$ cat config.mk
export PLATFORM = sky130hd
export DESIGN_NAME = dwvp_csr
export DESIGN_NICKNAME = d
export VERILOG_FILES = /design/src/rtl/dual_wheel_velocity_pid_top_defines.svh /design/src/rtl/dwvp_pkg.sv /design/src/rtl/dwvp_csr.sv
export SDC_FILE = /design/constraint.sdc
export NUM_CORES = 1
export LEC_CHECK = 0
export ABC_AREA = 1
export ABC_CLOCK_PERIOD_IN_PS = 1800
export BUFFER_PORTS_ARGS = -buffer_cell sky130_fd_sc_hd__clkbuf_2
export CORE_MARGIN = 2
export CORE_UTILIZATION = 32
export DETAILED_ROUTE_END_ITERATION = 10
export SYNTH_ARGS = -nofsm -noshare
export SYNTH_HDL_FRONTEND = slang
export SYNTH_SLANG_ARGS = --single-unit
$ cat constraint.sdc
create_clock -name clock -period 1.8 [get_ports clock]
set_clock_uncertainty 0.2 [all_clocks]
set_input_delay 0.18 -clock clock [delete_from_list [all_inputs] [get_ports clock]]
set_output_delay 0.18 -clock clock [all_outputs]
set_load 0.02 [all_outputs]
$ cat src/rtl/dual_wheel_velocity_pid_top_defines.svh
// Assertion macros for the speed regulator RTL (included by dwvp_ctrl).
// Expects signals named clock and reset in the including module.
`ifndef DUAL_WHEEL_VELOCITY_PID_TOP_DEFINES_SVH
`define DUAL_WHEEL_VELOCITY_PID_TOP_DEFINES_SVH

// same-cycle implication
`define DWVP_ASSERT_NOW(label, ante, cons) \
   label: assert property (@(posedge clock) disable iff (reset) (ante) |-> (cons)) \
      else $error("dwvp assertion failed");

// next-cycle implication
`define DWVP_ASSERT_NEXT(label, ante, cons) \
   label: assert property (@(posedge clock) disable iff (reset) (ante) |=> (cons)) \
      else $error("dwvp assertion failed");

`endif

$ cat src/rtl/dwvp_pkg.sv
// Types and constants of the dual wheel speed regulator.
// No dependencies.
package dwvp_pkg;

   localparam logic [25:0] RPM_SCALE = 26'd60000000;

   typedef struct packed {
      logic [31:0]        count_left;
      logic [31:0]        count_right;
      logic [19:0]        elapsed_us;
      logic signed [23:0] target_left_rpm;
      logic signed [23:0] target_right_rpm;
   } req_type;

   typedef struct packed {
      logic signed [15:0] drive_left;
      logic signed [15:0] drive_right;
      logic signed [23:0] speed_left_rpm;
      logic signed [23:0] speed_right_rpm;
   } rsp_type;

   typedef struct packed {
      logic signed [15:0] gain_p;
      logic signed [15:0] gain_i;
      logic signed [15:0] gain_d;
      logic signed [15:0] drive_min;
      logic [14:0]        drive_max;
      logic [15:0]        ticks_per_turn;
   } cfg_type;

   typedef enum logic [2:0] {
      REG_GAIN_P    = 3'd0,
      REG_GAIN_I    = 3'd1,
      REG_GAIN_D    = 3'd2,
      REG_DRIVE_MIN = 3'd3,
      REG_DRIVE_MAX = 3'd4,
      REG_TICKS     = 3'd5
   } reg_index_type;

   typedef enum logic [2:0] {
      MUL_DEN = 3'd0,
      MUL_NUM = 3'd1,
      MUL_KP  = 3'd2,
      MUL_KI  = 3'd3,
      MUL_KD  = 3'd4
   } mul_sel_type;

   typedef struct packed {
      logic        req_load;
      logic        wheel;
      mul_sel_type mul_sel;
      logic        den_load;
      logic        div_load;
      logic        div_step;
      logic        speed_store;
      logic        err_store;
      logic        sum_load;
      logic        sum_add;
      logic        drive_store;
      logic        out_load;
   } cmd_type;

endpackage

$ cat src/rtl/dwvp_csr.sv
// Configuration registers behind the APB-style port.
// Depends on dwvp_pkg.
module dwvp_csr
   import dwvp_pkg::*;
(
   input  logic        clock,
   input  logic        reset,
   input  logic        csr_psel,
   input  logic        csr_penable,
   input  logic        csr_pwrite,
   input  logic [4:0]  csr_paddr,
   input  logic [31:0] csr_pwdata,
   output logic [31:0] csr_prdata,
   output logic        csr_pready,
   output cfg_type     cfg
);

   cfg_type       cfg_ff, cfg_in;
   reg_index_type idx;
   logic          wr_en;

   assign idx        = reg_index_type'(csr_paddr[4:2]);
   assign wr_en      = csr_psel && csr_penable && csr_pwrite;
   assign csr_pready = 1'b1;
   assign cfg        = cfg_ff;

   always_comb begin
      cfg_in = cfg_ff;
      if (wr_en) begin
         unique case (idx)
            REG_GAIN_P:    cfg_in.gain_p         = csr_pwdata[15:0];
            REG_GAIN_I:    cfg_in.gain_i         = csr_pwdata[15:0];
            REG_GAIN_D:    cfg_in.gain_d         = csr_pwdata[15:0];
            REG_DRIVE_MIN: cfg_in.drive_min      = csr_pwdata[15:0];
            REG_DRIVE_MAX: cfg_in.drive_max      = csr_pwdata[14:0];
            REG_TICKS:     cfg_in.ticks_per_turn = csr_pwdata[15:0];
            default:       cfg_in = cfg_ff;
         endcase
      end
   end

   always_comb begin
      unique case (idx)
         REG_GAIN_P:    csr_prdata = {{16{cfg_ff.gain_p[15]}}, cfg_ff.gain_p};
         REG_GAIN_I:    csr_prdata = {{16{cfg_ff.gain_i[15]}}, cfg_ff.gain_i};
         REG_GAIN_D:    csr_prdata = {{16{cfg_ff.gain_d[15]}}, cfg_ff.gain_d};
         REG_DRIVE_MIN: csr_prdata = {{16{cfg_ff.drive_min[15]}}, cfg_ff.drive_min};
         REG_DRIVE_MAX: csr_prdata = {17'd0, cfg_ff.drive_max};
         REG_TICKS:     csr_prdata = {16'd0, cfg_ff.ticks_per_turn};
         default:       csr_prdata = 32'd0;
      endcase
   end

   always_ff @(posedge clock) begin
      if (reset) begin
         cfg_ff.gain_p         <= 16'sd256;
         cfg_ff.gain_i         <= 16'sd0;
         cfg_ff.gain_d         <= 16'sd0;
         cfg_ff.drive_min      <= -16'sd255;
         cfg_ff.drive_max      <= 15'd255;
         cfg_ff.ticks_per_turn <= 16'd1024;
      end else begin
         cfg_ff <= cfg_in;
      end
   end

endmodule

==> out/qor.yml, run 1 <==
start_kind: "register"
grt_start_max_net_pins: 96
period_needed_ps: 1750
area_growth_syn_to_layout_pct: 31.9
multi_input_area_um2: 2400
cp.required_ps: 1420
slowest_delay_ps: 340
syn_area_um2: 4820
cp_common_cell: "nand2_1"
port-buffer-count: 150
die_area_um2: 16100
synth_cell_type_count: 20
tns_ps: 0
syn_nets: 797
drc_errors: 0
holdCritPathClass: "in2reg"
fin_nets: 949
antennaDiodeCount: 0
viasPerCell: 4.94
drt_pass1_iterations: 8
clk_latency_ps: 350
nFillCells: 1588
die_x_um: 127
path_delay_family: "simple AND/OR/NAND/NOR gates"
drive_gt1_share_pct: 25.1
hpwl_um: 13300
max_cap_viol_count: 0
grt_overflow: 0
drtAntennaViolNets: 0
cts_tree: "done"
syn_avg_cell_area_um2: 6.38
grt_pass1_vias: 4580
syn_inst: 755
antenna_found_initial: 0
dp.cells: 1062
path_clk_slew_ps: 70
wl_per_cell_um: 17.0
setup-violations-final: 0
arrival_ps: 1370
core_um2: 14600
slowest_stage: "dfxtp_1"
synth_seq_cells: 95
cp_max_fo: 3
cts.sinks: 95
io_pins: 170
fin_util_pct: 43.4
synthTopCellsByArea: "dfxtp_1 (39%), nand2_1 (18%), nor2_1 (13%), nand3_1 (11%), nand4_1 (3.9%)"
path_cells: "nand4_1, nand2_1, nor2_1, nand2_1, clkbuf_2"
outcome: "finished clean"
vias: 5411
drv_slew: 0
largest_register_ffs: 95
ctsRootBufferMaster: "clkbuf_16"
die_h_um: 127
cts_max_level: 3
synth_top_area_cell: "dfxtp_1"
ys_seq_area_share_pct: 39.5
critPathKind: "reg2out"
vdd_ir_drop_max_uv: 455
p_leak_nw: 3.19
drt_wl_total_um: 18600
num_rows: 44
seq_area_um2: 1900
gr-usage-all-layers_pct: 22.9
gp_congestion: 0.890
end_kind: "output port"
drt-initial-drc-count: 560
crit_buf_inv: 1
grt_pass1_wl_um: 27500
cts_buffer_depth: 2
hold_violations: 0
fmax_mhz: 572
synthDominantCellAreaShare_pct: 39.5
min_period_over_period_pct: 97.2
final_cells: 1096
cts_buffers: 9
start_util_pct: 32.9
power_density_nw_per_um2: 779
ys_warn_count: 0
power_mw: 4.95
final timing paths:
path,from,end,slack [ps],cells past startpoint
max,cfg[43]$_SDFFE_PP1P_,csr_prdata[12],50,5
min,csr_penable,cfg[87]$_SDFFE_PP1P_,140,4
max reg2reg,cfg[41]$_SDFFE_PP1P_,cfg[41]$_SDFFE_PP1P_,960,2
min reg2reg,cfg[46]$_SDFFE_PP1P_,cfg[46]$_SDFFE_PP1P_,290,2
metal layers:
layer  vias up  share of wire [%]  track usage [%]
li1       2668                  -                -
met1      2455                 46             33.5
met2       254                 43             32.6
met3        34                7.7             3.80
met4         0                3.6             10.7
met5         -                  0                0
layout by cell type, fill, tap and decap left out, drive strengths merged, types with 16 or more instances in the layout:
cell type / count
inv: 39
dfxtp: 95
nand3: 110
nand2: 230
nor2: 183
nand4: 30
dlygate4sd3: 16
clkbuf: 159
buf: 40
cells in the mapped netlist:
library cell and n:
a21oi_1 2, buf_1 8, buf_2 24, buf_4 22, buf_6 4, clkbuf_1 5
conb_1 1, dfxtp_1 95, inv_1 34, inv_2 4, inv_4 1, nand2_1 228
nand2_2 2, nand3_1 109, nand3_4 1, nand4_1 30, nor2_1 171, nor2_2 6
nor2_4 6, o21ai_0 2
logic make-up after synthesis:
kind of cell,share of synthesized area [%]
and+or+nand+nor,49.1
buffers and inverters,11.0
DFF,39.5
AOI/OAI and AO/OA,0.415
other,0.0778
tightest hold or removal path: stages:
cell and delay [ps]:
clkbuf_2 100, nand3_4 190, o21ai_0 130, nand3_1 60
power breakdown:
| part | internal, mW | total (mW) | leakage [nW] | switching [mW] |
|---|---|---|---|---|
| logic | 0.219 | 0.662 | 2.26 | 0.443 |
| clock network | 1.26 | 2.14 | 0.156 | 0.880 |
| registers | 2.13 | 2.15 | 0.768 | 0.0260 |
layout make-up:
cell class,instances,area share [%]
multi-input cells,558,37.8
flip-flops and latches,95,30.0
repair buffers,204,21.1
clock buffers,11,3.82
well taps,184,3.62
inverters,39,2.42
clock inverters,5,1.28
per-stage QoR:
stage | setup WS, ps | hold slack [ps] | area [µm²]
2_1_floorplan | -13.0 | 106 | 4840
5_1_grt | -0.107 | 158 | 6360
3_5_place_dp | 45.7 | 214 | 5820
4_1_cts | 22.1 | 123 | 6300
3_3_place_gp | 29.0 | 207 | 5820
6_report | 50.8 | 135 | 6360
repair_timing:
item                                    4_1_cts  5_1_grt
gates resized for setup                       0       13
setup buffers                                 0        1
endpoints found under the setup margin        0       27
hold buffers                                 16        0
hold endpoints to repair                     19        0
No activity file was read; power rests on OpenSTA's default activity.
==> run 2, diff against run 1 <==
- ABC_CLOCK_PERIOD_IN_PS: 1800 -> 1500
- CORE_UTILIZATION: 32 -> 45
- PLACE_DENSITY: default -> 0.76
- clock period: 1.8 -> 1.5 ns (I/O delays scaled with it)
==> run 2 against run 1 <==
Against the previous run:
- the flow now finishes with violations (negative setup slack)
- clock-buffer cell count is 2 lower
- worst hold slack worse by 110 ps
- cell count rose by 1.7%
- clock power is essentially flat
- power up 16%
- highest routed layer unchanged
- critical path depth is the same
==> out/qor.yml, run 2 (same netlist as run 1, synthesis figures left out) <==
antenna_found_initial: 0
cts_buffers: 9
ctsRootBufferMaster: "clkbuf_8"
end_kind: "output port"
largest_register_ffs: 95
hold_violations: 0
tns_ps: -4350
vdd_ir_drop_max_uv: 428
cp.required_ps: 1150
gr-usage-all-layers_pct: 32.4
grt_start_max_net_pins: 61
cp_max_fo: 3
area_growth_syn_to_layout_pct: 51.9
num_rows: 37
vias: 6081
min_to: "cfg[44]$_SDFFE_PP1P_"
start_kind: "register"
io_pins: 170
pre_cts_ws_ps: -187
fin_util_pct: 70.6
cp_common_cell: "nand2_1"
core_um2: 10400
fmax_mhz: 573
gp_congestion: 0.892
start_util_pct: 46.5
cts_buffer_depth: 2
drt_wl_total_um: 19900
drive_gt1_share_pct: 43.8
grt_overflow: 0
setup_slack_ps: -244
cts.sinks: 95
fin_nets: 1016
die_x_um: 107
max_cap_viol_count: 0
p_leak_nw: 3.62
path_clk_slew_ps: 110
final_area_um2: 7320
timing.rr.end: "cfg[94]$_SDFFE_PP0P_"
min_period_over_period_pct: 116
met2_usage_pct: 50.7
globalRouteMet1Util_pct: 42.3
crit_buf_inv: 1
holdCritPathClass: "in2reg"
rsz0062_at_grt: "true"
power_density_nw_per_um2: 781
port-buffer-count: 150
path_delay_family: "simple AND/OR/NAND/NOR gates"
r2r-start: "cfg[94]$_SDFFE_PP0P_"
wl_per_cell_um: 17.9
grtUsageMet3_pct: 6.66
period_needed_ps: 1740
slowest_delay_ps: 370
antennaDiodeCount: 0
slowest_stage: "dfxtp_2"
drc_errors: 0
die_h_um: 107
die_area_um2: 11600
dp.cells: 1027
hold_slack_ps: 22.3
whs_path_depth: 4
most-common-layout-cells: "nand2_1 (194), nor2_1 (154), clkbuf_2 (116)"
violations: "negative setup slack"
r2r_setup_slack_ps: 460
cts_max_level: 3
cts_tree: "done"
viasPerCell: 5.45
arrival_ps: 1390
path_cells: "nand3_2, nand2_1, nor2_2, nand2_1, buf_2"
drt_pass1_iterations: 6
hp-start: "reset"
drv_slew: 0
grt_pass1_vias: 5289
power_mw: 5.72
drt-initial-drc-count: 618
place_area_um2: 5880
r2r_cells: 4
outcome: "finished with violations"
critPathKind: "reg2out"
clk_latency_ps: 370
setup-violations-final: 32
final_common_cell: "nand2_1"
grt_pass1_wl_um: 28300
grt.busiest_layer: "met2"
drtAntennaViolNets: 0
final_cells: 1115
hpwl_um: 12600
run 2: tightest hold or removal path, cell delays in order:
cell	delay (ps)
clkbuf_2	90
inv_2	40
buf_12	190
nand3_1	100
run 2: metal layers:
layer	part of all wire (%)	up-vias
li1	-	2798
met1	38	2779
met2	45	415
met3	11	89
met4	5.8	0
met5	0	-
run 2: what timing repair did:
item,4_1_cts,5_1_grt
gates cloned,2,1
resized for setup,134,85
hold buffers,16,0
setup buffers,45,8
pin swaps,52,33
endpoints found under the setup margin,32,32
endpoints found under the hold margin,19,0
run 2: power breakdown:
group / internal (mW) / leakage (nW) / total, mW / switching [mW]
clock: 1.13 / 0.122 / 2.17 / 1.04
sequential: 2.55 / 0.784 / 2.58 / 0.0283
combinational: 0.377 / 2.71 / 0.968 / 0.590
run 2: worst max path at each step:
stage	startpoint	end	slack, ps	cells past startpoint
4_1_cts	cfg[30]$_SDFFE_PP0P_	csr_prdata[14]	-180	5
3_5_place_dp	csr_paddr[3]	csr_prdata[16]	-190	6
5_1_grt	cfg[30]$_SDFFE_PP0P_	csr_prdata[14]	-250	5
3_3_place_gp	csr_paddr[3]	csr_prdata[27]	-190	6
2_1_floorplan	csr_paddr[2]	csr_prdata[17]	-250	7
6_report	cfg[30]$_SDFFE_PP0P_	csr_prdata[14]	-240	5
run 2: area by class of cell:
class                           count  area, µm²
Multi-Input combinational cell    558       2680
Fill cell                         847       3050
Clock buffer                        9        124
Sequential cell                    95       1990
Clock inverter                      7        126
Tap cell                          136        170
Timing Repair Buffer              271       2090
Inverter                           39        151
==> run 3, diff against run 2 <==
- ABC_CLOCK_PERIOD_IN_PS: 1500 -> 1600
- CTS_CLUSTER_SIZE: default -> 16
- clock period: 1.5 -> 1.6 ns (I/O delays scaled with it)
==> run 3 against run 2 <==
Against the previous run:
- the flow still finishes with violations (negative setup slack)
- highest routed layer unchanged
- worst hold slack improved by 65 ps
- cell count fell by 2.2%
- clock power fell by 27%
- clock-buffer cell count did not move
- first-iteration DRC count fell by 34%
- via count fell by 5.7%
- global-route usage fell by 2.0 points
- wire length fell by 9.7%
- largest cell class unchanged
==> out/qor.yml, run 3 (same netlist as run 1, synthesis figures left out) <==
min_period_over_period_pct: 107
core_um2: 10400
grt_overflow: 0
clk_latency_ps: 370
holdCritPathClass: "in2reg"
io_pins: 170
arrival_ps: 1350
ctsRootBufferMaster: "clkbuf_8"
drive_gt1_share_pct: 37.6
viasPerCell: 5.26
pre_cts_ws_ps: -140
cts_tree: "done"
setup-violations-final: 24
drtAntennaViolNets: 0
area_growth_syn_to_layout_pct: 43.1
gr-usage-all-layers_pct: 30.4
hold_violations: 0
cts_max_level: 3
die_h_um: 107
path_clk_slew_ps: 100
grt_pass1_vias: 4996
setup_slack_ps: -112
grt_start_max_net_pins: 33
tns_ps: -1870
die_area_um2: 11600
drc_errors: 0
period_needed_ps: 1710
grt_pass1_wl_um: 26800
fin_nets: 992
start_kind: "register"
most-common-layout-cells: "nand2_1 (211), nor2_1 (159), clkbuf_2 (128)"
drt_pass1_iterations: 6
vias: 5737
end_kind: "output port"
max_cap_viol_count: 0
num_rows: 37
gp_congestion: 0.920
hpwl_um: 12400
cts.sinks: 95
critPathKind: "reg2out"
violations: "negative setup slack"
cp.required_ps: 1240
p_leak_nw: 3.43
rsz0062_at_grt: "true"
final_common_cell: "nand2_1"
wl_per_cell_um: 16.5
antennaDiodeCount: 0
fmax_mhz: 584
cts_buffer_depth: 2
drv_slew: 0
vdd_ir_drop_max_uv: 405
r2r_setup_slack_ps: 560
power_density_nw_per_um2: 704
outcome: "finished with violations"
cts_buffers: 9
largest_register_ffs: 95
drt_wl_total_um: 18000
start_util_pct: 46.5
cp_max_fo: 16
port-buffer-count: 150
die_x_um: 107
drt-initial-drc-count: 410
antenna_found_initial: 0
-- run 3: cell types whose count changed in the layout (fill, tap and decap cells not counted), moves of 7 or more --
cell,change
buf_8,-9
nand3_1,+14
buf_2,-15
nand2_2,-17
nand3_2,-14
buf_4,-28
nand2_1,+17
buf_6,+7
clkbuf_2,+12
-- run 3: metrics by stage --
stage	utilization [%]	instance area, µm²	cells	hold WS, ps	power, mW
2_1_floorplan	-	4840	755	86.2	2.91
3_3_place_gp	57.1	5920	1026	187	3.18
3_5_place_dp	57.1	5920	1026	193	3.19
4_1_cts	63.6	6600	1073	84.8	4.78
5_1_grt	66.5	6900	1091	158	5.00
6_report	66.5	6900	1091	87.0	4.86
-- run 3: what timing repair did --
item | in CTS | in global routing
setup endpoints to repair | 32 | 32
gates resized for setup | 89 | 64
pin swaps | 26 | 39
cloned | 0 | 3
setup buffers | 14 | 15
hold endpoints to repair | 24 | 0
hold buffers | 17 | 0
-- run 3: path summary, 6_finish.rpt --
path | startpoint | end | cells after the start
setup / recovery | cfg[78]$_SDFFE_PP0P_ | csr_prdata[18] | 4
hold / removal | csr_penable | cfg[10]$_SDFFE_PP1P_ | 4
setup reg to reg | cfg[30]$_SDFFE_PP0P_ | cfg[30]$_SDFFE_PP0P_ | 4
hold reg to reg | cfg[22]$_SDFFE_PP1P_ | cfg[22]$_SDFFE_PP1P_ | 2
-- run 3: metal layers --
layer	GRT usage, %	part of all wire, %
met5	0	0
met4	15.0	5.6
met3	5.45	10
met2	46.6	44
met1	41.1	40
-- run 3: layout make-up --
cell class	count	area, µm²
clock buffer	9	124
clock inverter	7	62.6
fill	922	3470
inverter	39	154
multi-input combinational	558	2520
sequential	95	1980
tap	136	170
timing repair buffer	247	1890
-- run 3: worst max-delay path, cell delays in order (launching register included) --
cell and delay [ps]:
dfxtp_2 360, nand2_1 110, nand4_1 160, buf_12 180
clkbuf_4 160
-- run 3: power breakdown --
group	leakage, nW	internal (mW)	switching, mW
Combinational	2.55	0.333	0.523
Clock	0.0931	0.602	0.978
Sequential	0.781	2.39	0.0268
