### src/rtl/dual_wheel_velocity_pid_top_defines.svh
// Assertion macros for the speed regulator RTL (included by dwvp_ctrl).
// Expects signals named clock and reset in the including module.
`ifndef DUAL_WHEEL_VELOCITY_PID_TOP_DEFINES_SVH
`define DUAL_WHEEL_VELOCITY_PID_TOP_DEFINES_SVH

// same-cycle implication
`define DWVP_ASSERT_NOW(label, ante, cons) \
   label: assert property (@(posedge clock) disable iff (reset) (ante) |-> (cons)) \
      else $error("dwvp assertion failed");

// next-cycle implication
`define DWVP_ASSERT_NEXT(label, ante, cons) \
   label: assert property (@(posedge clock) disable iff (reset) (ante) |=> (cons)) \
      else $error("dwvp assertion failed");

`endif

### src/rtl/dwvp_pkg.sv
// Types and constants of the dual wheel speed regulator.
// No dependencies.
package dwvp_pkg;

   localparam logic [25:0] RPM_SCALE = 26'd60000000;

   typedef struct packed {
      logic [31:0]        count_left;
      logic [31:0]        count_right;
      logic [19:0]        elapsed_us;
      logic signed [23:0] target_left_rpm;
      logic signed [23:0] target_right_rpm;
   } req_type;

   typedef struct packed {
      logic signed [15:0] drive_left;
      logic signed [15:0] drive_right;
      logic signed [23:0] speed_left_rpm;
      logic signed [23:0] speed_right_rpm;
   } rsp_type;

   typedef struct packed {
      logic signed [15:0] gain_p;
      logic signed [15:0] gain_i;
      logic signed [15:0] gain_d;
      logic signed [15:0] drive_min;
      logic [14:0]        drive_max;
      logic [15:0]        ticks_per_turn;
   } cfg_type;

   typedef enum logic [2:0] {
      REG_GAIN_P    = 3'd0,
      REG_GAIN_I    = 3'd1,
      REG_GAIN_D    = 3'd2,
      REG_DRIVE_MIN = 3'd3,
      REG_DRIVE_MAX = 3'd4,
      REG_TICKS     = 3'd5
   } reg_index_type;

   typedef enum logic [2:0] {
      MUL_DEN = 3'd0,
      MUL_NUM = 3'd1,
      MUL_KP  = 3'd2,
      MUL_KI  = 3'd3,
      MUL_KD  = 3'd4
   } mul_sel_type;

   typedef struct packed {
      logic        req_load;
      logic        wheel;
      mul_sel_type mul_sel;
      logic        den_load;
      logic        div_load;
      logic        div_step;
      logic        speed_store;
      logic        err_store;
      logic        sum_load;
      logic        sum_add;
      logic        drive_store;
      logic        out_load;
   } cmd_type;

endpackage

### src/rtl/dwvp_ctrl.sv
// Sequencer of the speed regulator: steps the shared multiplier, the serial
// divider and the PID sum for each wheel. Depends on dwvp_pkg and the defines.
`include "dual_wheel_velocity_pid_top_defines.svh"
module dwvp_ctrl
   import dwvp_pkg::*;
(
   input  logic    clock,
   input  logic    reset,
   input  logic    req_valid,
   output logic    req_ready,
   output logic    rsp_valid,
   input  logic    rsp_ready,
   output cmd_type cmd
);

   typedef enum logic [12:0] {
      ST_IDLE   = 13'b0000000000001,
      ST_DEN    = 13'b0000000000010,
      ST_NUM    = 13'b0000000000100,
      ST_LOAD   = 13'b0000000001000,
      ST_DIV    = 13'b0000000010000,
      ST_SPEED  = 13'b0000000100000,
      ST_ERR    = 13'b0000001000000,
      ST_MP     = 13'b0000010000000,
      ST_MI     = 13'b0000100000000,
      ST_MD     = 13'b0001000000000,
      ST_MS     = 13'b0010000000000,
      ST_DRIVE  = 13'b0100000000000,
      ST_FINISH = 13'b1000000000000
   } state_type;

   state_type  state_ff, state_in;
   logic       wheel_ff, wheel_in;
   logic [4:0] cnt_ff, cnt_in;
   logic       rsp_valid_ff, rsp_valid_in;

   assign req_ready = (state_ff == ST_IDLE);
   assign rsp_valid = rsp_valid_ff;

   always_comb begin
      state_in     = state_ff;
      wheel_in     = wheel_ff;
      cnt_in       = cnt_ff;
      cmd          = '0;
      cmd.wheel    = wheel_ff;
      cmd.mul_sel  = MUL_DEN;
      unique case (state_ff)
         ST_IDLE: begin
            if (req_valid) begin
               cmd.req_load = 1'b1;
               wheel_in     = 1'b0;
               state_in     = ST_DEN;
            end
         end
         ST_DEN: begin
            cmd.mul_sel = MUL_DEN;
            state_in    = ST_NUM;
         end
         ST_NUM: begin
            cmd.mul_sel  = MUL_NUM;
            cmd.den_load = !wheel_ff;
            state_in     = ST_LOAD;
         end
         ST_LOAD: begin
            cmd.div_load = 1'b1;
            cnt_in       = 5'd23;
            state_in     = ST_DIV;
         end
         ST_DIV: begin
            cmd.div_step = 1'b1;
            cnt_in       = cnt_ff - 5'd1;
            if (cnt_ff == 5'd0) begin
               state_in = ST_SPEED;
            end
         end
         ST_SPEED: begin
            cmd.speed_store = 1'b1;
            state_in        = ST_ERR;
         end
         ST_ERR: begin
            cmd.err_store = 1'b1;
            state_in      = ST_MP;
         end
         ST_MP: begin
            cmd.mul_sel = MUL_KP;
            state_in    = ST_MI;
         end
         ST_MI: begin
            cmd.mul_sel  = MUL_KI;
            cmd.sum_load = 1'b1;
            state_in     = ST_MD;
         end
         ST_MD: begin
            cmd.mul_sel = MUL_KD;
            cmd.sum_add = 1'b1;
            state_in    = ST_MS;
         end
         ST_MS: begin
            cmd.sum_add = 1'b1;
            state_in    = ST_DRIVE;
         end
         ST_DRIVE: begin
            cmd.drive_store = 1'b1;
            if (wheel_ff) begin
               state_in = ST_FINISH;
            end else begin
               wheel_in = 1'b1;
               state_in = ST_NUM;
            end
         end
         ST_FINISH: begin
            // hold until the previous result has left the output register
            if (!rsp_valid_ff || rsp_ready) begin
               cmd.out_load = 1'b1;
               state_in     = ST_IDLE;
            end
         end
         default: state_in = ST_IDLE;
      endcase
   end

   always_comb begin
      rsp_valid_in = rsp_valid_ff;
      if (cmd.out_load) begin
         rsp_valid_in = 1'b1;
      end else if (rsp_ready) begin
         rsp_valid_in = 1'b0;
      end
   end

   always_ff @(posedge clock) begin
      if (reset) begin
         state_ff     <= ST_IDLE;
         wheel_ff     <= 1'b0;
         cnt_ff       <= 5'd0;
         rsp_valid_ff <= 1'b0;
      end else begin
         state_ff     <= state_in;
         wheel_ff     <= wheel_in;
         cnt_ff       <= cnt_in;
         rsp_valid_ff <= rsp_valid_in;
      end
   end

   `DWVP_ASSERT_NEXT(a_accept_starts, req_valid && req_ready, state_ff == ST_DEN)
   `DWVP_ASSERT_NEXT(a_div_ends, state_ff == ST_DIV && cnt_ff == 5'd0, state_ff == ST_SPEED)
   `DWVP_ASSERT_NOW(a_rsp_from_finish, $rose(rsp_valid_ff), $past(state_ff == ST_FINISH))
   `DWVP_ASSERT_NEXT(a_right_then_finish, state_ff == ST_DRIVE && wheel_ff,
                     state_ff == ST_FINISH)

endmodule

### config.mk
export PLATFORM = sky130hd
export DESIGN_NAME = dwvp_ctrl
export DESIGN_NICKNAME = d
export VERILOG_FILES = /design/src/rtl/dwvp_pkg.sv /design/src/rtl/dwvp_ctrl.sv
export VERILOG_INCLUDE_DIRS = /design/src /design/src/rtl
export SDC_FILE = /design/constraint.sdc
export NUM_CORES = 1
export LEC_CHECK = 0
export BUFFER_PORTS_ARGS = -buffer_cell sky130_fd_sc_hd__buf_4
export CELL_PAD_IN_SITES_DETAIL_PLACEMENT = 1
export CELL_PAD_IN_SITES_GLOBAL_PLACEMENT = 2
export CORE_MARGIN = 5
export CORE_UTILIZATION = 37
export CTS_BUF_LIST = sky130_fd_sc_hd__clkbuf_4 sky130_fd_sc_hd__clkbuf_8
export DETAILED_ROUTE_END_ITERATION = 7
export PLACE_DENSITY = 0.85
export SETUP_SLACK_MARGIN = 0.3
export SYNTH_ARGS = -nofsm -noshare
export SYNTH_HDL_FRONTEND = slang
export SYNTH_SLANG_ARGS = --single-unit
### constraint.sdc
create_clock -name clock -period 3.7 [get_ports clock]
set_input_delay 0.555 -clock clock [delete_from_list [all_inputs] [get_ports clock]]
set_output_delay 0.555 -clock clock [all_outputs]
set_load 0.01 [all_outputs]
==> results of run 1 <==
area by class of cell:
| class | count | area [sq um] | area share (%) |
|---|---|---|---|
| multi-input cells | 96 | 687 | 50.8 |
| flip-flops and latches | 20 | 400 | 29.6 |
| repair buffers | 19 | 143 | 10.5 |
| well taps | 44 | 55.1 | 4.07 |
| inverters | 12 | 45.0 | 3.33 |
| clock buffers | 3 | 22.5 | 1.67 |
state kept, by name, summed over array words and instances, names as in the netlist:
signal / count
cnt_ff: 5
rsp_valid: 1
state_ff: 13
wheel_ff: 1
cells in the mapped netlist, drive strengths merged (2+ instances only):
master,count
nor2b,6
nand4b,6
nor2,10
buf,6
nor3b,2
and2,2
xor2,3
o22ai,2
a21oi,5
clkbuf,2
nand2b,4
dfxtp,20
o21ai,4
nand2,4
nand4,7
nor3,13
o21a,2
nor4,8
inv,12
metrics by stage:
step | setup WS, ps | cell area [sq um] | power [W]
after global routing | 1040 | 1350 | 0.000440
after floorplan | 1710 | 1190 | 0.000287
after CTS | 1120 | 1350 | 0.000420
after detailed placement | 1390 | 1330 | 0.000315
final | 1130 | 1350 | 0.000415
after global placement | 1490 | 1330 | 0.000311
worst paths after layout:
| kind | startpoint | to | slack (ps) | cells past startpoint |
|---|---|---|---|---|
| max | state_ff[12]$_SDFFE_PP0P_ | cmd[8] | 1130 | 5 |
| min | cnt_ff[4]$_SDFFE_PP0P_ | cnt_ff[4]$_SDFFE_PP0P_ | 470 | 2 |
| max reg2reg | state_ff[1]$_SDFFE_PP0P_ | state_ff[0]$_SDFFE_PP1P_ | 1410 | 4 |
| min reg2reg | cnt_ff[4]$_SDFFE_PP0P_ | cnt_ff[4]$_SDFFE_PP0P_ | 470 | 2 |
power by group:
part | internal (W) | switching, W | total [W]
clock network | 0.0000380 | 0.0000676 | 0.000106
logic | 0.0000339 | 0.0000436 | 0.0000775
registers | 0.000220 | 0.0000112 | 0.000232
total | 0.000292 | 0.000122 | 0.000415
worst max-delay path, cell delays in order (launching register included):
cell and delay (ps):
dfxtp_1 410, or4_4 610, nor2_4 150, nand4b_1 240, nor2_1 160, buf_4 130
cells in the final DEF, fill, tap and decap left out, types with 2 or more instances in the layout:
cell type and count:
nor2_1 9, o21ai_0 3, nand2_1 4, a21oi_1 5, o21a_1 2, and2_1 2, nor2b_1 6, nor3_1 10
clkbuf_4 3, nand4b_1 6, buf_4 19, nor4_2 2, dfxtp_1 20, nand2b_1 4, nor3_2 3, nand4_1 6
nor4_1 5, o22ai_1 2, xor2_1 3, nor3b_1 2, inv_1 12
logic make-up after synthesis:
family | count (synthesis) | synth area share [%]
AO/OA/AOI/OAI | 24 | 14.1
XOR/XNOR | 4 | 2.95
adder cells (fa/ha/maj) | 1 | 1.05
buffers and inverters | 20 | 8.53
flip-flops | 20 | 33.7
multiplexers | 1 | 0.842
AND/OR/NAND/NOR | 66 | 38.8
per-layer routing:
layer  part of all wire, %  wire length, um
met2                    46             1390
met1                    49             1470
met5                     0                0
met3                   4.4              134
met4                  0.83               25
==> impl_summary.log, run 1 <==
[metrics] Die Span X: 66.7 um
[metrics] top cell type by total area after synthesis: dfxtp_1
[metrics] clock transition at the registers of the reported paths: roughly 110 ps
[metrics] starting density of the core: about two fifths
[metrics] flop and latch count out of synthesis: 20
[metrics] initial antenna violation count: 0
[metrics] residual overflow from global routing: 0
[metrics] data arrival time of the critical path: between 2000 and 2500 ps
[metrics] mean routed wirelength per cell: between 15 and 20 um
[metrics] final routed DRC violation total: 0
[metrics] Hold/Removal Path Class: flip-flop to flip-flop
[metrics] Netlist cell types: between 40 and 50
[metrics] cells taking the most area after synthesis: dfxtp_1, nand4b_1, nor3_1, inv_1, buf_4
[metrics] critical path fanouts, max: 9
[metrics] Layout Cells excl Fill: slightly below 200
[metrics] number of inserted diodes: 0
[metrics] VDD IR max: approximately 0.00014 V
[metrics] Final Hold Violating Endpoints: 0
[metrics] final-layout worst hold slack: around 470 ps
[metrics] pwr/cell area: slightly above 300 nW/um^2
[metrics] Root Driver: clkbuf_4
[metrics] met2 Use GR: a little under a quarter
[metrics] top_reg_cell synth: dfxtp_1
[metrics] worst slew pin tran: ~980 ps
[metrics] Site Rows: 20
[metrics] number of max-slew violations in the final report: 0
[metrics] number of max-cap violations: 0
[metrics] CTS H-tree lvls: 1
[metrics] number of flops mapped to enable cells by yosys: 0
[metrics] grt met3 use: 3.37%
[metrics] first-iteration detailed-routing DRC count: 23
[metrics] share of the cycle needed by the critical path after routing: a little over two thirds
[metrics] floorplan die area: approximately 4400 sq um
[metrics] # nets final: ~160
[metrics] Core Area: between 3000 and 4000 sq um
[metrics] deepest clock path buffer count: 2
[metrics] synthesized area per cell: around 9 sq um
[metrics] cells resized by post-CTS repair: 0
[metrics] routability cong.: between 0.8 and 0.9
[metrics] Placed Cells: ~190
[metrics] Vias: between 1,000 and 1,500
[metrics] crit path time final: roughly 2600 ps
[metrics] worst path required time: 3140 ps
[metrics] layer with the highest usage: met2
[metrics] global-route wire length before repair: 5030 um
[metrics] combined global-route utilization of all metal layers: 14.6%
[metrics] clock tree from TritonCTS: built
[metrics] setup TNS: 0 ps
[metrics] filler instances: around 390
[metrics] share of post-route cells with drive strength above 1: approximately a quarter
[metrics] total I/O pin count: 20
[metrics] relative slew slack: approximately 35%
[metrics] final-report setup violation count: 0
[metrics] count of buffers added by post-CTS timing repair for setup: 0
[metrics] global routing usage on met1: 19.7%
[metrics] total clock buffers created by CTS: 3
[metrics] HPWL after detailed placement: around 2300 um
[metrics] Skew-Pair Late Insertion Delay: around 300 ps
[metrics] Sinks on Clock Net: 20
[metrics] class of the most critical setup path: flip-flop to primary output
[metrics] die outline height: between 60 and 70 um
[metrics] 1st-pass router iterations: 4
[metrics] worst clock skew: ~3.2 ps
[metrics] share of flip-flops with an asynchronous set or reset: 0%
[metrics] mean number of vias per cell: ~5.5
[metrics] share of the synthesized area in the top cell type: ~34%
[metrics] cell area after technology mapping: 1190 sq um
[metrics] Seq/Total Area, Yosys: roughly a third
[metrics] RSZ-0062 raised after global routing: false
[metrics] cells after synthesis: about 140
[metrics] residual antenna-violating net count after detailed routing: 0
[metrics] Layout Area Growth over Synthesis: 13.8%
[metrics] number of nets produced by synthesis: around 140
[metrics] Port Buf Inserts: 19
[metrics] final cell utilization of the core: 43.9%
[metrics] CTS Hold Bufs: 0
[metrics] startpoint types: flip-flop
[metrics] maximum number of pins on one net before global-route repair: 12
[metrics] maximum clock frequency: 389 MHz
[metrics] number of global-route vias before repair: roughly 1,100
[metrics] status: finished, final reports clean
[metrics] Yosys warning count: 0
[metrics] Total Wirelength: a little over 3000 um
[metrics] endpoint type of the worst setup path: primary output
[metrics] cell leakage power: roughly 0.56 nW
Note: power is estimated with default switching activity, not from simulation.
==> inputs of run 2 (changes only) <==
--- a/config.mk
+++ b/config.mk
@@ -10,10 +10,10 @@
 export CELL_PAD_IN_SITES_DETAIL_PLACEMENT = 1
 export CELL_PAD_IN_SITES_GLOBAL_PLACEMENT = 2
 export CORE_MARGIN = 5
-export CORE_UTILIZATION = 37
+export CORE_UTILIZATION = 31
 export CTS_BUF_LIST = sky130_fd_sc_hd__clkbuf_4 sky130_fd_sc_hd__clkbuf_8
 export DETAILED_ROUTE_END_ITERATION = 7
-export PLACE_DENSITY = 0.85
+export PLACE_DENSITY = 0.76
 export SETUP_SLACK_MARGIN = 0.3
 export SYNTH_ARGS = -nofsm -noshare
 export SYNTH_HDL_FRONTEND = slang
==> constraint.sdc (replaced) <==
create_clock -name clock -period 2.35 [get_ports clock]
set_input_delay 0.3525 -clock clock [delete_from_list [all_inputs] [get_ports clock]]
set_output_delay 0.3525 -clock clock [all_outputs]
set_load 0.01 [all_outputs]
==> impl_summary.log, run 2 (synthesis gave the netlist of run 1 again) <==
[metrics] status: finished, final reports clean (unchanged)
[metrics] crit path time final: between 2000 and 2500 ps
[metrics] CTS H-tree lvls: 1 (unchanged)
[metrics] Root Driver: clkbuf_8 (was clkbuf_4)
[metrics] clock transition at the registers of the reported paths: 80 ps (was 110 ps)
[metrics] total I/O pin count: 20 (unchanged)
[metrics] deepest clock path buffer count: 2 (unchanged)
[metrics] number of max-slew violations in the final report: 0 (unchanged)
[metrics] Layout Area Growth over Synthesis: 39.1% (was 13.8%)
[metrics] number of flip-flops under the largest register name: 13 (unchanged)
[metrics] final routed DRC violation total: 0 (unchanged)
[metrics] Site Rows: 22 (was 20)
[metrics] clock tree from TritonCTS: built (unchanged)
[metrics] routability cong.: 0.810 (was 0.811)
[metrics] first-iteration detailed-routing DRC count: 58 (was 23)
[metrics] sum of buffers and inverters on the critical path: 1 (unchanged)
[metrics] share of the cycle needed by the critical path after routing: between 90 and 100%
[metrics] share of post-route cells with drive strength above 1: 41.0% (was 23.3%)
[metrics] worst clock skew: 6.29 ps (was 3.17 ps)
[metrics] endpoint type of the worst setup path: primary output (unchanged)
[metrics] number of global-route vias before repair: 1,216 (was 1,093)
[metrics] residual overflow from global routing: 0 (unchanged)
[metrics] most frequent cells in the layout: buf_4, dfxtp_1, inv_1 (was dfxtp_1, buf_4, inv_1)
[metrics] slowest library cell on the worst path: or4_4 (unchanged)
[metrics] total clock buffers created by CTS: 3 (unchanged)
[metrics] # nets final: 179 (was 157)
[metrics] Core Area: 3690 sq um (was 3080 sq um)
[metrics] startpoint types: flip-flop (unchanged)
[metrics] depth of the worst register-to-register path: 7 (was 4)
[metrics] largest reg by FF count: state_ff (unchanged)
[metrics] critical path fanouts, max: 4 (was 9)
[metrics] worst slew pin tran: 398 ps (was 982 ps)
[metrics] area taken by multi-input logic gates: 752 sq um (was 687 sq um)
[metrics] maximum clock frequency: between 400 and 500 MHz
[metrics] setup TNS: 0 ps (unchanged)
[metrics] most frequent standard cell in the layout excluding fill and tap cells: buf_4 (was dfxtp_1)
[metrics] cell leakage power: 0.713 nW (was 0.562 nW)
[metrics] Vias: 1,197 (was 1,059)
[metrics] Skew-Pair Late Insertion Delay: 260 ps (was 300 ps)
[metrics] mean number of vias per cell: 5.42 (was 5.46)
[metrics] number of inserted diodes: 0 (unchanged)
[metrics] HPWL after detailed placement: 2620 um (was 2310 um)
[metrics] 1st-pass router iterations: 4 (unchanged)
[metrics] internal reg-to-reg setup slack: 430 ps (was 1410 ps)
[metrics] worst path required time: 2000 ps (was 3140 ps)
[metrics] Regs by FF count: state_ff: 13 flops, cnt_ff: 5 flops (unchanged)
[metrics] combined global-route utilization of all metal layers: 14.4% (was 14.6%)
[metrics] global-route wire length before repair: 5900 um (was 5030 um)
[metrics] Total Wirelength: 3810 um (was 3020 um)
[metrics] Final Hold Violating Endpoints: 0 (unchanged)
[metrics] family with the most delay on the worst path: simple AND/OR/NAND/NOR gates (unchanged)
[metrics] Sinks on Clock Net: 20 (unchanged)
[metrics] Hold/Removal Path Class: input port to flip-flop (was flip-flop to flip-flop)
[metrics] residual antenna-violating net count after detailed routing: 0 (unchanged)
[metrics] final cell utilization of the core: 44.8% (was 43.9%)
[metrics] class of the most critical setup path: flip-flop to primary output (unchanged)
[metrics] maximum number of pins on one net before global-route repair: 12 (unchanged)
[metrics] Min-Delay Path Depth: 2 (unchanged)
[metrics] filler instances: 449 (was 388)
[metrics] final-report setup violation count: 0 (unchanged)
[metrics] RSZ-0062 raised after global routing: true (was false)
[metrics] Crit path largest cell delay: 550 ps (was 610 ps)
[metrics] number of max-cap violations: 0 (unchanged)
[metrics] Seq. cell area: 414 sq um (was 400 sq um)
[metrics] relative slew slack: 73.2% (was 34.5%)
[metrics] Die Span X: 71.9 um (was 66.7 um)
[metrics] crit path cell chain: or4_4 > nor2_4 > nand4b_1 > nor2_1 > buf_4 (unchanged)
[metrics] Port Buf Inserts: 19 (unchanged)
[metrics] die outline height: 71.9 um (was 66.7 um)
[metrics] initial antenna violation count: 0 (unchanged)
[metrics] floorplan die area: 5170 sq um (was 4450 sq um)
[metrics] starting density of the core: 32.2% (was 38.6%)
[metrics] pwr/cell area: 484 nW/um^2 (was 307 nW/um^2)
[metrics] VDD IR max: 0.000152 V (was 0.000137 V)
[metrics] Stages on worst setup path: 5 (unchanged)
[metrics] mean routed wirelength per cell: 17.2 um (was 15.6 um)
[metrics] data arrival time of the critical path: 1800 ps (was 2020 ps)
[run 2: changes by cell type in the layout (fill, tap and decap cells not counted), moves of 3 or more]
cell | before | now
clkbuf_4 | 3 | 0
clkbuf_8 | 0 | 4
buf_6 | 0 | 5
dfxtp_2 | 0 | 5
dfxtp_1 | 20 | 13
buf_4 | 19 | 36
[run 2: per-layer routing]
metal  routed length [um]  GRT usage (%)  up-vias  part of all wire (%)
met2                 2180           27.2       32                    57
met1                 1400           16.0      583                    37
li1                     -              -      574                     -
met4                   67           5.01        0                   1.8
met5                    0              0        -                     0
met3                  167           2.63        8                   4.4
[run 2: where the power goes]
| group | internal (W) | switching [W] | total (W) | leakage (nW) |
|---|---|---|---|---|
| Sequential | 0.000345 | 0.0000196 | 0.000365 | 0.165 |
| Combinational | 0.0000806 | 0.0000811 | 0.000162 | 0.519 |
| Clock | 0.000149 | 0.000123 | 0.000273 | 0.0288 |
[run 2: what timing repair did]
item / in CTS / in global routing
setup endpoints to repair: 11 / 16
hold buffers: 0 / 0
hold endpoints to repair: 0 / 0
pin swaps: 6 / 9
buffers inserted: 10 / 10
gates cloned: 0 / 0
gates resized for setup: 8 / 18
[run 2: worst register-to-register path: cells and delay by family, from the launching register on]
family	cells	cell delay, ps
compound gates	2	260
simple gates	2	520
flops	1	410
buf+inv	3	590
[run 2: final cells by class]
type                       count  area share, %
multi-input combinational     96           45.5
timing repair buffer          41           19.8
sequential                    20           25.1
clock buffer                   4           3.33
tap                           48           3.63
inverter                      12           2.73
[run 2: worst paths after layout]
check | end | start
worst max-delay path | cmd[8] | state_ff[12]$_SDFFE_PP0P_
worst min-delay path | wheel_ff$_SDFFE_PP0P_ | reset
worst max register to register | state_ff[0]$_SDFFE_PP1P_ | state_ff[3]$_SDFFE_PP0P_
worst min register to register | cnt_ff[4]$_SDFFE_PP0P_ | cnt_ff[4]$_SDFFE_PP0P_
[run 2: through the flow]
step / hold slack (ps) / cell area [sq um] / instances / power, W / setup slack, ps
2_1_floorplan: 434 / 1190 / 136 / 0.000452 / 564
3_3_place_gp: 447 / 1350 / 197 / 0.000493 / 421
3_5_place_dp: 459 / 1350 / 197 / 0.000498 / 352
4_1_cts: 344 / 1510 / 211 / 0.000777 / 156
5_1_grt: 349 / 1650 / 221 / 0.000840 / 141
6_report: 345 / 1650 / 221 / 0.000799 / 198
==> inputs of run 3 (changes only) <==
==> constraint.sdc (replaced) <==
create_clock -name clock -period 2.35 [get_ports clock]
set_input_delay 0.1175 -clock clock [delete_from_list [all_inputs] [get_ports clock]]
set_output_delay 0.1175 -clock clock [all_outputs]
set_load 0.01 [all_outputs]
==> impl_summary.log, run 3 (synthesis gave the netlist of run 1 again) <==
[metrics] status: finished, final reports clean (unchanged)
[metrics] Hold/Removal Path Class: input port to flip-flop (unchanged)
[metrics] total I/O pin count: 20 (unchanged)
[metrics] Area after DPL: 1340 sq um (was 1350 sq um)
[metrics] residual overflow from global routing: 0 (unchanged)
[metrics] critical register-to-register path endpoint: state_ff[8]$_SDFFE_PP0P_ (was state_ff[0]$_SDFFE_PP1P_)
[metrics] number of inserted diodes: 0 (unchanged)
[metrics] data arrival time of the critical path: 1840 ps (was 1800 ps)
[metrics] HPWL after detailed placement: 2540 um (was 2620 um)
[metrics] RSZ-0062 raised after global routing: false (was true)
[metrics] initial antenna violation count: 0 (unchanged)
[metrics] mean routed wirelength per cell: 17.0 um (was 17.2 um)
[metrics] clock transition at the registers of the reported paths: 80 ps (about the same)
[metrics] critical path fanouts, max: 5 (was 4)
[metrics] startpoint types: flip-flop (unchanged)
[metrics] crit path time final: 1960 ps (was 2150 ps)
[metrics] final cell utilization of the core: 40.1% (was 44.8%)
[metrics] internal reg-to-reg setup slack: 480 ps (was 430 ps)
[metrics] Vias: 1,083 (was 1,197)
[metrics] starting density of the core: 32.2% (unchanged)
[metrics] last element of the critical path: cmd[8] (unchanged)
[metrics] maximum number of pins on one net before global-route repair: 13 (was 12)
[metrics] Regs by FF count: state_ff: 13 flops, cnt_ff: 5 flops (unchanged)
[metrics] origin of the worst setup path: state_ff[12]$_SDFFE_PP0P_ (unchanged)
[metrics] final-layout worst hold slack: 114 ps (was 345 ps)
[metrics] worst path required time: 2230 ps (was 2000 ps)
[metrics] first-iteration detailed-routing DRC count: 31 (was 58)
[metrics] routability cong.: 0.784 (was 0.810)
[metrics] Layout Area Growth over Synthesis: 24.3% (was 39.1%)
[metrics] combined global-route utilization of all metal layers: 13.4% (was 14.4%)
[metrics] final-report setup violation count: 0 (unchanged)
[metrics] setup TNS: 0 ps (unchanged)
[metrics] clock tree from TritonCTS: built (unchanged)
[metrics] # nets final: 164 (was 179)
[metrics] cell leakage power: 0.622 nW (was 0.713 nW)
[metrics] Final Hold Violating Endpoints: 0 (unchanged)
[metrics] startpoint of the lowest-slack hold path: reset (unchanged)
[metrics] Site Rows: 22 (unchanged)
[metrics] share of post-route cells with drive strength above 1: 29.1% (was 41.0%)
[metrics] final routed DRC violation total: 0 (unchanged)
[metrics] relative slew slack: 67.5% (was 73.2%)
[metrics] VDD IR max: 0.000266 V (was 0.000152 V)
[metrics] worst clock skew: 4.76 ps (was 6.29 ps)
[metrics] number of max-slew violations in the final report: 0 (unchanged)
[metrics] number of max-cap violations: 0 (unchanged)
[metrics] 1st-pass router iterations: 4 (unchanged)
[metrics] largest reg by FF count: state_ff (unchanged)
[metrics] total clock buffers created by CTS: 3 (unchanged)
[metrics] global-route wire length before repair: 5510 um (was 5900 um)
[metrics] Sinks on Clock Net: 20 (unchanged)
[metrics] floorplan die area: 5170 sq um (unchanged)
[metrics] most frequent standard cell in the layout excluding fill and tap cells: buf_4 (unchanged)
[metrics] die outline height: 71.9 um (unchanged)
[metrics] class of the most critical setup path: flip-flop to primary output (unchanged)
[metrics] share of the cycle needed by the critical path after routing: 83.3% (was 91.6%)
[metrics] depth of the worst register-to-register path: 4 (was 7)
[metrics] Die Span X: 71.9 um (unchanged)
[metrics] Core Area: 3690 sq um (unchanged)
[metrics] number of global-route vias before repair: 1,136 (was 1,216)
[metrics] most frequent cells in the layout: buf_4, dfxtp_1, inv_1 (unchanged)
[metrics] number of flip-flops under the largest register name: 13 (unchanged)
[metrics] Placed Cells: 196 (was 197)
[metrics] CTS H-tree lvls: 1 (unchanged)
[metrics] final instance area: 1480 sq um (was 1650 sq um)
[metrics] Port Buf Inserts: 19 (unchanged)
[metrics] mean number of vias per cell: 5.26 (was 5.42)
[metrics] residual antenna-violating net count after detailed routing: 0 (unchanged)
[metrics] worst slew pin tran: 486 ps (was 398 ps)
[metrics] endpoint type of the worst setup path: primary output (unchanged)
[metrics] Reg-to-Reg Start: state_ff[0]$_SDFFE_PP1P_ (was state_ff[3]$_SDFFE_PP0P_)
[metrics] filler instances: 458 (was 449)
[metrics] Layout Cells excl Fill: 206 (was 221)
[metrics] deepest clock path buffer count: 2 (unchanged)
[metrics] maximum clock frequency: 511 MHz (was 465 MHz)
[metrics] Root Driver: clkbuf_8 (unchanged)
[metrics] Total Wirelength: 3500 um (was 3810 um)
[metrics] Skew-Pair Late Insertion Delay: 260 ps (about the same)
[metrics] pwr/cell area: 575 nW/um^2 (was 484 nW/um^2)
run 3: per-stage QoR:
| stage | setup WS, ps | total power (W) |
|---|---|---|
| after floorplan | 752 | 0.000452 |
| after global placement | 493 | 0.000490 |
| after detailed placement | 464 | 0.000498 |
| after CTS | 303 | 0.000849 |
| after global routing | 301 | 0.000883 |
| final | 392 | 0.000850 |
run 3: per-layer routing:
| layer | global-route usage, % | share of wire (%) | up-vias |
|---|---|---|---|
| met3 | 1.25 | 2.5 | 5 |
| met5 | 0 | 0 | - |
| met2 | 24.6 | 54 | 13 |
| met1 | 15.6 | 42 | 519 |
| li1 | - | - | 546 |
| met4 | 5.85 | 1.4 | 0 |
run 3: how the worst min path moves through the flow:
stage / end / cells past startpoint
floorplan: cmd[13] / 2
global placement: cnt_ff[3]$_SDFFE_PP0P_ / 2
detailed placement: cnt_ff[3]$_SDFFE_PP0P_ / 2
CTS: state_ff[12]$_SDFFE_PP0P_ / 2
global route: cnt_ff[3]$_SDFFE_PP0P_ / 2
finish: state_ff[12]$_SDFFE_PP0P_ / 2
run 3: final cells by class:
| cell class | count | area, sq um | area share (%) |
|---|---|---|---|
| inverter | 12 | 45.0 | 3.05 |
| multi-input combinational | 96 | 698 | 47.2 |
| sequential | 20 | 408 | 27.6 |
| tap | 48 | 60.1 | 4.06 |
| timing repair buffer | 26 | 195 | 13.2 |
| clock inverter | 1 | 30.0 | 2.03 |
| clock buffer | 3 | 41.3 | 2.79 |
run 3: power by group:
group          switching (W)  leakage (nW)  internal [W]
clock               0.000122        0.0357      0.000227
combinational      0.0000743         0.423     0.0000641
sequential         0.0000172         0.163      0.000344
run 3: timing repair:
action	CTS	global route
endpoints found under the setup margin	2	11
resized for setup	3	3
hold buffers	0	0
pin swaps	3	4
cloned	0	0
setup buffers	2	4
run 3: critical path, stage by stage, from the launching register on:
cell	delay [ps]
dfxtp_4	370
or4_4	560
nor2_4	110
nand4b_1	240
nor2_1	170
buf_4	140
